===== src/hdl/iou_box_class_matcher_unit_assert.svh =====
// Assertion macros for the box class matcher
`ifndef IOU_BOX_CLASS_MATCHER_UNIT_ASSERT_SVH
`define IOU_BOX_CLASS_MATCHER_UNIT_ASSERT_SVH

// Implication in the same cycle
`define IBCM_ASSERT_SAME(label, clk, rst_n, ante, cons) \
  label: assert property (@(posedge clk) disable iff (!rst_n) (ante) |-> (cons)) \
    else $error("ibcm assertion failed");

// Implication in the next cycle
`define IBCM_ASSERT_NEXT(label, clk, rst_n, ante, cons) \
  label: assert property (@(posedge clk) disable iff (!rst_n) (ante) |=> (cons)) \
    else $error("ibcm assertion failed");

`endif


===== src/hdl/ibcm_pkg.sv =====
package ibcm_pkg;

  localparam int unsigned DEPTH_DEF = 32;

  localparam logic [23:0] AREA_FLOOR_RST = 24'd100;
  localparam logic [15:0] OVERLAP_FLOOR_RST = 16'd13107;

  // func codes
  localparam logic [1:0] FUNC_CLEAR = 2'd0;
  localparam logic [1:0] FUNC_LOAD  = 2'd1;
  localparam logic [1:0] FUNC_QUERY = 2'd2;

  // result kinds
  localparam logic [1:0] HOW_OVERLAP = 2'd0;
  localparam logic [1:0] HOW_WINDOW  = 2'd1;
  localparam logic [1:0] HOW_DROP    = 2'd2;

  // config register indexes
  localparam logic [1:0] CFG_AREA_FLOOR    = 2'd0;
  localparam logic [1:0] CFG_OVERLAP_FLOOR = 2'd1;

  // reciprocal of ten for 19-bit numerators: floor(n*M >> 24)
  localparam logic [20:0] RECIP10 = 21'd1677722;

  // one stored detector box
  typedef struct packed {
    logic signed [15:0] x1;
    logic signed [15:0] x2;
    logic signed [15:0] y1;
    logic signed [15:0] y2;
    logic [1:0]         cls;
  } ent_t;

  typedef enum logic [3:0] {
    ST_IDLE,
    ST_LD_MUL,
    ST_LD_WR,
    ST_Q_GEO,
    ST_Q_AREA,
    ST_Q_UNI,
    ST_Q_MUL,
    ST_Q_CMP,
    ST_Q_NEXT,
    ST_Q_THR
  } state_t;

  function automatic logic signed [15:0] sat16(input logic signed [18:0] v);
    if (v > 19'sd32767) begin
      return 16'sh7fff;
    end else if (v < -19'sd32768) begin
      return 16'sh8000;
    end else begin
      return v[15:0];
    end
  endfunction

endpackage


===== src/hdl/ibcm_cell.sv =====
module ibcm_cell
  import ibcm_pkg::*;
(
  input  logic clk,
  input  logic shift_en,
  input  logic wr_en,
  input  ent_t nbr_i,
  input  ent_t wr_i,
  output ent_t ent_o
);

  ent_t ent_r;

  // take a new box or pass the neighbor's along the ring
  always_ff @(posedge clk) begin
    if (wr_en) begin
      ent_r <= wr_i;
    end else if (shift_en) begin
      ent_r <= nbr_i;
    end
  end

  assign ent_o = ent_r;

endmodule


===== config.mk =====
export PLATFORM = sky130hd
export DESIGN_NAME = ibcm_cell
export DESIGN_NICKNAME = d
export VERILOG_FILES = /design/src/hdl/iou_box_class_matcher_unit_assert.svh /design/src/hdl/ibcm_pkg.sv /design/src/hdl/ibcm_cell.sv
export SDC_FILE = /design/constraint.sdc
export NUM_CORES = 1
export LEC_CHECK = 0
export BUFFER_PORTS_ARGS = -buffer_cell sky130_fd_sc_hd__buf_4
export CORE_UTILIZATION = 37
export CTS_CLUSTER_DIAMETER = 50
export CTS_CLUSTER_SIZE = 24
export DETAILED_ROUTE_END_ITERATION = 8
export HOLD_SLACK_MARGIN = 0.05
export PLACE_DENSITY = 0.87
export SETUP_SLACK_MARGIN = 0.1
export SYNTH_ARGS = -nofsm -noshare
export SYNTH_HDL_FRONTEND = slang
export SYNTH_SLANG_ARGS = --single-unit

===== constraint.sdc =====
create_clock -name clk -period 1.9 [get_ports clk]
set_input_delay 0.38 -clock clk [delete_from_list [all_inputs] [get_ports clk]]
set_output_delay 0.38 -clock clk [all_outputs]
set_load 0.02 [all_outputs]

==> out/metrics.yaml <==
synth_cells: 140
status: "completed"
endpoint: "ent_o[26]$_DFFE_PP_"
max_slew.worst_pin.slew_ns: 0.897
syn-cell-area_sq_mm: 0.00290
drv_cap: 0
nFillCells: 559
dieWidth_um: 90.5
grt_pass1_wl_mm: 10.6
ys_top_cells_by_area: "edfxtp_1 68%, mux2_4 15%, mux2_2 14%"
clockBufferDepth: 2
leakagePower_uw: 0.00212
post-route-util: 0.629
final-instance-count-excl-fill: 448
cts_sinks: 66
end_kind: "flip-flop"
max_freq_mhz: 786
gp_congestion: 0.673
grt_max_degree: 67
first_pass_iters: 4
port_buffers: 200
cp.required_ns: 1.85
fin_total_pwr_uw: 3780
htree_levels: 3
first_global_vias: 2178
yosysTopAreaCellShare: 0.684
path_buf_inv: 1
yosysMostFrequentCell: "edfxtp_1"
root_buffer: "clkbuf_8"
cts_setup_buffers: 0
viasPerCell: 4.49
dr_total_vias: 2013
ir_drop_mv: 0.412
ys_warn_count: 0
cts_resized: 0
finalSetupViolations: 0
cts_tree: "built"
io_pins: 201
hold_viol: 0
antenna_found_initial: 0
drive_gt1_frac: 0.797
slowest_delay_ns: 0.69
path_max_fanout: 66
crit_type: "in2reg"
track_usage: 0.172
antennaDiodeCount: 0
area_delta_synth_final_pct: 60.9
synth-seq-cells: 66
nets: 480
drc: 0
syn_nets: 275
min_period_ns: 1.27
synth_edf_count: 66
largest_reg_flops: 66
start_util: 0.391
start_kind: "primary input"
ant_nets: 0
crit_start: "wr_en"
crit_family: "simple AND/OR/NAND/NOR gates"
overflow: 0
routed_wl_mm: 6.85
synth_cell_types: 7
rows: 31
relSlewSlack: 0.402
coreArea_sq_mm: 0.00741
yosys.area.top_type: "edfxtp_1"
dieArea_sq_mm: 0.00819
ys_async_sr_fraction: 0
post-place-cells: 433
synth_seq_area_share: 0.684
clk_pin_slew_ns: 0.07
slew_violations: 0
rsz0062_at_grt: "no"
yosys_most_used_dff: "edfxtp_1"
fin_tns_setup_ns: 0
min_path_type: "in2reg"
pwr_density_cell_mw_per_mm2: 811
die_h_um: 90.5
drtIter0Drc: 82
cp.depth: 2
wl_per_cell_um: 15.3
cts_hold_buf: 0
arrival_ns: 1.22
synth_common_cells: "66 x edfxtp_1, 37 x mux2_2, 29 x mux2_4"
path_cells: "buf_4 > or2_4"
synth_area_per_cell_sq_um: 20.7
period_share: 0.670
cts_buffers: 9
crit_slowest_cell: "or2_4"
## per-layer routing
layer | up-vias | part of all wire | track usage | wire, um
met4 | 0 | 0.019 | 0.0645 | 131
li1 | 958 | - | - | -
met5 | - | 0 | 0 | 0
met3 | 15 | 0.11 | 0.0816 | 769
met2 | 132 | 0.53 | 0.315 | 3660
met1 | 908 | 0.33 | 0.166 | 2290
## worst min-delay path by stage
stage | slack (ns) | endpoint | from | cells after the start
floorplan | 0.60 | ent_o[34]$_DFFE_PP_ | wr_i[34] | 1
global placement | 0.68 | ent_o[62]$_DFFE_PP_ | nbr_i[62] | 2
detailed placement | 0.68 | ent_o[39]$_DFFE_PP_ | wr_i[39] | 2
CTS | 0.33 | ent_o[8]$_DFFE_PP_ | wr_i[8] | 2
global route | 0.32 | ent_o[53]$_DFFE_PP_ | wr_i[53] | 2
finish | 0.35 | ent_o[39]$_DFFE_PP_ | wr_i[39] | 2
## cell usage in the layout, fill, tap and decap left out
cell type | netlist | routed
or2_4 | 0 | 1
buf_4 | 1 | 200
mux2_2 | 37 | 37
edfxtp_1 | 66 | 66
clkinv_1 | 0 | 5
clkbuf_8 | 0 | 9
bufinv_16 | 0 | 1
buf_12 | 0 | 1
mux2_4 | 29 | 29
## stage by stage
stage	hold slack, ns	cell area [sq um]	setup slack (ns)
2_1_floorplan	0.597	2900	0.241
3_3_place_gp	0.681	4490	0.317
3_5_place_dp	0.683	4490	0.280
4_1_cts	0.330	4660	0.613
5_1_grt	0.324	4660	0.561
6_report	0.347	4660	0.628
## report_power, final
group / leakage (uW) / total [uW] / switching [uW] / internal, uW
clock network: 0.0000867 / 1070 / 489 / 577
logic: 0.00136 / 879 / 388 / 491
registers: 0.000672 / 1830 / 43.1 / 1790
total: 0.00212 / 3780 / 921 / 2860
## cell families after synthesis
group	share of synthesized area
muxes	0.294
buffers and inverters	0.0194
DFF	0.684
and+or+nand+nor	0.00216
## area by class of cell
cell class	count	area, sq um	area share
clock buffer	9	124	0.0266
clock inverter	6	48.8	0.0105
multi-input combinational	67	861	0.185
sequential	66	1980	0.425
tap	99	124	0.0266
timing repair buffer	201	1520	0.326
No activity file was read; power rests on OpenSTA's default activity.
