==> config.mk <==
export PLATFORM = sky130hd
export DESIGN_NAME = ibcm_mul2
export DESIGN_NICKNAME = d
export VERILOG_FILES = /design/src/hdl/iou_box_class_matcher_unit_assert.svh /design/src/hdl/ibcm_pkg.sv /design/src/hdl/ibcm_mul2.sv
export SDC_FILE = /design/constraint.sdc
export NUM_CORES = 2
export LEC_CHECK = 0
export BUFFER_PORTS_ARGS = -buffer_cell sky130_fd_sc_hd__buf_4
export CAP_MARGIN = 25
export CORE_MARGIN = 2
export CORE_UTILIZATION = 65
export CTS_BUF_LIST = sky130_fd_sc_hd__clkbuf_4 sky130_fd_sc_hd__clkbuf_8
export CTS_CLUSTER_DIAMETER = 40
export CTS_CLUSTER_SIZE = 10
export DETAILED_ROUTE_END_ITERATION = 10
export HOLD_SLACK_MARGIN = 0.05
export PLACE_DENSITY = 0.84
export SYNTH_ARGS = -nofsm -noshare
export SYNTH_HDL_FRONTEND = slang
export SYNTH_SLANG_ARGS = --single-unit
==> constraint.sdc <==
create_clock -name clk -period 16 [get_ports clk]
set_clock_uncertainty 0.2 [all_clocks]
set_input_delay 1.6 -clock clk [delete_from_list [all_inputs] [get_ports clk]]
set_output_delay 1.6 -clock clk [all_outputs]
set_load 0.02 [all_outputs]
==> src/hdl/iou_box_class_matcher_unit_assert.svh <==
// Assertion macros for the box class matcher
`ifndef IOU_BOX_CLASS_MATCHER_UNIT_ASSERT_SVH
`define IOU_BOX_CLASS_MATCHER_UNIT_ASSERT_SVH

// Implication in the same cycle
`define IBCM_ASSERT_SAME(label, clk, rst_n, ante, cons) \
  label: assert property (@(posedge clk) disable iff (!rst_n) (ante) |-> (cons)) \
    else $error("ibcm assertion failed");

// Implication in the next cycle
`define IBCM_ASSERT_NEXT(label, clk, rst_n, ante, cons) \
  label: assert property (@(posedge clk) disable iff (!rst_n) (ante) |=> (cons)) \
    else $error("ibcm assertion failed");

`endif

==> src/hdl/ibcm_pkg.sv <==
package ibcm_pkg;

  localparam int unsigned DEPTH_DEF = 32;

  localparam logic [23:0] AREA_FLOOR_RST = 24'd100;
  localparam logic [15:0] OVERLAP_FLOOR_RST = 16'd13107;

  // func codes
  localparam logic [1:0] FUNC_CLEAR = 2'd0;
  localparam logic [1:0] FUNC_LOAD  = 2'd1;
  localparam logic [1:0] FUNC_QUERY = 2'd2;

  // result kinds
  localparam logic [1:0] HOW_OVERLAP = 2'd0;
  localparam logic [1:0] HOW_WINDOW  = 2'd1;
  localparam logic [1:0] HOW_DROP    = 2'd2;

  // config register indexes
  localparam logic [1:0] CFG_AREA_FLOOR    = 2'd0;
  localparam logic [1:0] CFG_OVERLAP_FLOOR = 2'd1;

  // reciprocal of ten for 19-bit numerators: floor(n*M >> 24)
  localparam logic [20:0] RECIP10 = 21'd1677722;

  // one stored detector box
  typedef struct packed {
    logic signed [15:0] x1;
    logic signed [15:0] x2;
    logic signed [15:0] y1;
    logic signed [15:0] y2;
    logic [1:0]         cls;
  } ent_t;

  typedef enum logic [3:0] {
    ST_IDLE,
    ST_LD_MUL,
    ST_LD_WR,
    ST_Q_GEO,
    ST_Q_AREA,
    ST_Q_UNI,
    ST_Q_MUL,
    ST_Q_CMP,
    ST_Q_NEXT,
    ST_Q_THR
  } state_t;

  function automatic logic signed [15:0] sat16(input logic signed [18:0] v);
    if (v > 19'sd32767) begin
      return 16'sh7fff;
    end else if (v < -19'sd32768) begin
      return 16'sh8000;
    end else begin
      return v[15:0];
    end
  endfunction

endpackage

==> src/hdl/ibcm_mul2.sv <==
module ibcm_mul2
  import ibcm_pkg::*;
(
  input  logic        clk,
  input  logic        rst_n,
  input  logic        start,
  input  logic [31:0] a_a,
  input  logic [32:0] b_a,
  input  logic [31:0] a_b,
  input  logic [32:0] b_b,
  output logic [64:0] prod_a,
  output logic [64:0] prod_b,
  output logic        done
);

  logic [31:0] a_a_r, a_b_r;
  logic [32:0] b_a_r, b_b_r;
  logic [2:0]  cnt_r;
  logic        run_r, ppv_r, done_r;
  logic [32:0] pp_a_r, pp_b_r;
  logic [5:0]  sh_r;
  logic [64:0] acc_a_r, acc_b_r;
  logic [15:0] ha_a, ha_b;
  logic [16:0] hb_a, hb_b;

  // pick the halves for this partial product
  always_comb begin
    ha_a = cnt_r[1] ? a_a_r[31:16] : a_a_r[15:0];
    ha_b = cnt_r[1] ? a_b_r[31:16] : a_b_r[15:0];
    hb_a = cnt_r[0] ? b_a_r[32:16] : {1'b0, b_a_r[15:0]};
    hb_b = cnt_r[0] ? b_b_r[32:16] : {1'b0, b_b_r[15:0]};
  end

  // control
  always_ff @(posedge clk) begin
    if (!rst_n) begin
      run_r  <= 1'b0;
      ppv_r  <= 1'b0;
      done_r <= 1'b0;
      cnt_r  <= '0;
    end else begin
      done_r <= 1'b0;
      if (start) begin
        run_r <= 1'b1;
        ppv_r <= 1'b0;
        cnt_r <= '0;
      end else if (run_r) begin
        cnt_r <= cnt_r + 3'd1;
        ppv_r <= (cnt_r < 3'd4);
        if (cnt_r == 3'd4) begin
          run_r  <= 1'b0;
          done_r <= 1'b1;
        end
      end
    end
  end

  // multiply one pair of halves, then accumulate it
  always_ff @(posedge clk) begin
    if (start) begin
      a_a_r   <= a_a;
      b_a_r   <= b_a;
      a_b_r   <= a_b;
      b_b_r   <= b_b;
      acc_a_r <= '0;
      acc_b_r <= '0;
    end else if (run_r) begin
      pp_a_r <= 33'(ha_a * hb_a);
      pp_b_r <= 33'(ha_b * hb_b);
      sh_r   <= 6'd16 * (6'(cnt_r[0]) + 6'(cnt_r[1]));
      if (ppv_r) begin
        acc_a_r <= acc_a_r + (65'(pp_a_r) << sh_r);
        acc_b_r <= acc_b_r + (65'(pp_b_r) << sh_r);
      end
    end
  end

  assign prod_a = acc_a_r;
  assign prod_b = acc_b_r;
  assign done   = done_r;

endmodule

==> flow_metrics.env <==
export IMPL_clk_pin_slew_ps=70
export IMPL_instances_no_fill=5193
export IMPL_crit_path_start_kind="flop"
export IMPL_syn_to_final_growth_pct=10.6
export IMPL_grt_total_usage_pct=36.0
export IMPL_gp_congestion=0.998
export IMPL_grt_max_degree=86
export IMPL_cts_buffers=59
export IMPL_worst_r2r_path_depth=22
export IMPL_grt_first_pass_wirelength_mm=168
export IMPL_clock_sinks=334
export IMPL_worst_slew_margin_rel_pct=22.8
export IMPL_overflow=0
export IMPL_synth_ff_latch_count=334
export IMPL_cts_hold_buf=0
export IMPL_first_global_vias=31200
export IMPL_syn_area_mm2=0.0376
export IMPL_drtPass1Iterations=6
export IMPL_start_util_pct=65.5
export IMPL_fin_nets=5266
export IMPL_grt_setup_unrepaired="false"
export IMPL_cts_setup_buffers=0
export IMPL_cts_resized=0
export IMPL_cp_max_fo=37
export IMPL_hold_violations=0
export IMPL_rows=88
export IMPL_synth_top_cell_area_share_pct=22.3
export IMPL_required_ps=16260
export IMPL_fin_ws_ps=7780
export IMPL_io_buffer_count=263
export IMPL_critical_path_class="reg2reg"
export IMPL_synth_area_per_cell_um2=8.99
export IMPL_clockRootBuffer="clkbuf_8"
export IMPL_io_pins=264
export IMPL_core_mm2=0.0574
export IMPL_hold_path_depth=2
export IMPL_dp_cells=5076
export IMPL_die_width_um=244
export IMPL_synth_ff_type="edfxtp_1"
export IMPL_dp_hpwl_mm=84.7
export IMPL_post_dp_cell_area_mm2=0.0402
export IMPL_final_max_slew_viol_count=0
export IMPL_worst_pin_slew_ps=1130
export IMPL_num_vias=31200
export IMPL_antenna_found_initial=1
export IMPL_htreeDepth=2
export IMPL_setup_viol=0
export IMPL_cts_tree="yes"
export IMPL_synth_cell_types=88
export IMPL_ant_nets=0
export IMPL_synth_area_leaders="fa_1 22%, edfxtp_1 16%, ha_1 11%, dfxtp_1 7.3%, nand2_1 5.9%"
export IMPL_syn_inst=4176
export IMPL_cp_data_arrival_time_ps=8480
export IMPL_ys_async_sr_fraction_pct=0
export IMPL_fp_dieH_um=244
export IMPL_yosysMostFrequentCell="nand2_1"
export IMPL_synth_seq_area_share_pct=23.1
export IMPL_status="finished clean"
export IMPL_final_layout_size_suffix_gt1_share_pct=11.7
export IMPL_cts_path_max_buffers=3
export IMPL_wl_per_cell_um=20.6
export IMPL_hp_class="reg2reg"
export IMPL_yosysWarnings=0
export IMPL_synth_edf_count=198
export IMPL_max_cap_viol_count=0
export IMPL_fmax_ghz=0.122
export IMPL_finalCriticalPeriod_ps=8220
export IMPL_end_kind="flop"
export IMPL_worstSkewPairLatency_ps=740
export IMPL_synth_nets=5067
export IMPL_die_area_mm2=0.0597
export IMPL_synth_area_leader_cell="fa_1"
export IMPL_finalCritPeriodShare_pct=51.3
export IMPL_setup_tns_ps=0
export IMPL_design_area_mm2=0.0415
export IMPL_rrSetupSlack_ps=7780
export IMPL_drt_first_iter_violations=2588
export IMPL_synth_commonest_cells="589 x nand2_1, 507 x inv_1, 423 x nor2_1"
export IMPL_place_ws_ps=7600
export IMPL_via_per_inst=6.01
export IMPL_drc=0
export IMPL_wl_mm=107
layout make-up:
class | count | area, µm²
multi-input cells | 3167 | 26400
fillers | 4411 | 15800
flip-flops and latches | 334 | 8680
repair buffers | 306 | 2300
inverters | 507 | 1900
well taps | 765 | 957
clock buffers | 70 | 907
clock inverters | 40 | 412
diodes | 4 | 10.0
kinds of logic (layout without fill, tap and decap cells):
family                   count (synthesis)  count (layout)  synth area share, %
adder cells (fa/ha/maj)                758             758                 33.6
flip-flops                             334             334                 23.1
AND/OR/NAND/NOR                       1330            1330                 15.4
other                                    0               4                    0
XOR/XNOR                               170             170                 3.96
AO/OA/AOI/OAI                          749             749                 12.7
multiplexers                           160             160                 4.49
buffers and inverters                  675             923                 6.77
critical path, cell delays in order (launching register included):
cell and delay [ps]:
dfxtp_4 650, buf_4 550, mux2i_1 950, nor2_1 180
fa_1 590, fa_1 430, fa_1 530, fa_1 440
fa_1 510, inv_1 50, fa_1 470, inv_1 40
ha_1 350, and3_1 210, a221o_1 360, o21ba_2 240
o31ai_1 110, a41oi_1 330, a21oi_1 110, nor2_1 200
nor3b_1 90, a211oi_1 260, xnor2_1 90
state kept, by name (all words and copies together), names as in the netlist:
name	count
b_b_r	33
b_a_r	33
prod_b	65
pp_b_r	33
a_a_r	32
a_b_r	32
pp_a_r	33
run_r	1
ppv_r	1
cnt_r	3
prod_a	65
done	1
sh_r	2
metrics by stage:
step           utilization, %  hold slack [ps]
2_1_floorplan               -              272
3_3_place_gp             70.0              261
3_5_place_dp             70.0              268
4_1_cts                  72.3              276
5_1_grt                  72.4              292
6_report                 72.4              270
layer usage:
layer | wire, µm | GRT usage, % | up-vias
met5 | 0 | 0 | -
met4 | 4160 | 13.5 | 0
met3 | 11600 | 8.29 | 309
met2 | 47000 | 55.6 | 1691
met1 | 44000 | 49.6 | 14900
li1 | - | - | 14300
path summary, 6_finish.rpt:
path,from,to
worst max-delay path,cnt_r[0],pp_a_r[31]
worst min-delay path,prod_a[63],prod_a[63]
worst max register to register,cnt_r[0],pp_a_r[31]
worst min register to register,prod_a[63],prod_a[63]
placed cells by master, fill, tap and decap left out, types with 7 or more instances in the layout:
master and count:
clkbuf_8 62, clkbuf_4 9, o21ai_1 39, clkinv_2 10
o21ai_0 118, o221ai_1 8, inv_6 8, a21oi_1 276
o31ai_1 8, xnor2_1 118, a22o_1 37, o21a_1 12
nor3_1 33, buf_4 305, o211ai_1 13, fa_1 418
or3_1 9, edfxtp_1 198, mux2_2 63, nor2_1 421
a31oi_1 25, dfxtp_1 134, and2_1 49, o21bai_1 33
and4_1 9, ha_1 340, a211oi_1 21, nand2_1 588
nand4_1 47, a21o_1 88, nor2b_1 49, inv_1 507
a221oi_1 7, nand2b_1 25, and3_1 18, nand3_1 43
xor2_1 52, mux2i_1 96
Power is not shown: default switching activity piles up to over one toggle a cycle in this logic, so the estimate is an artifact.
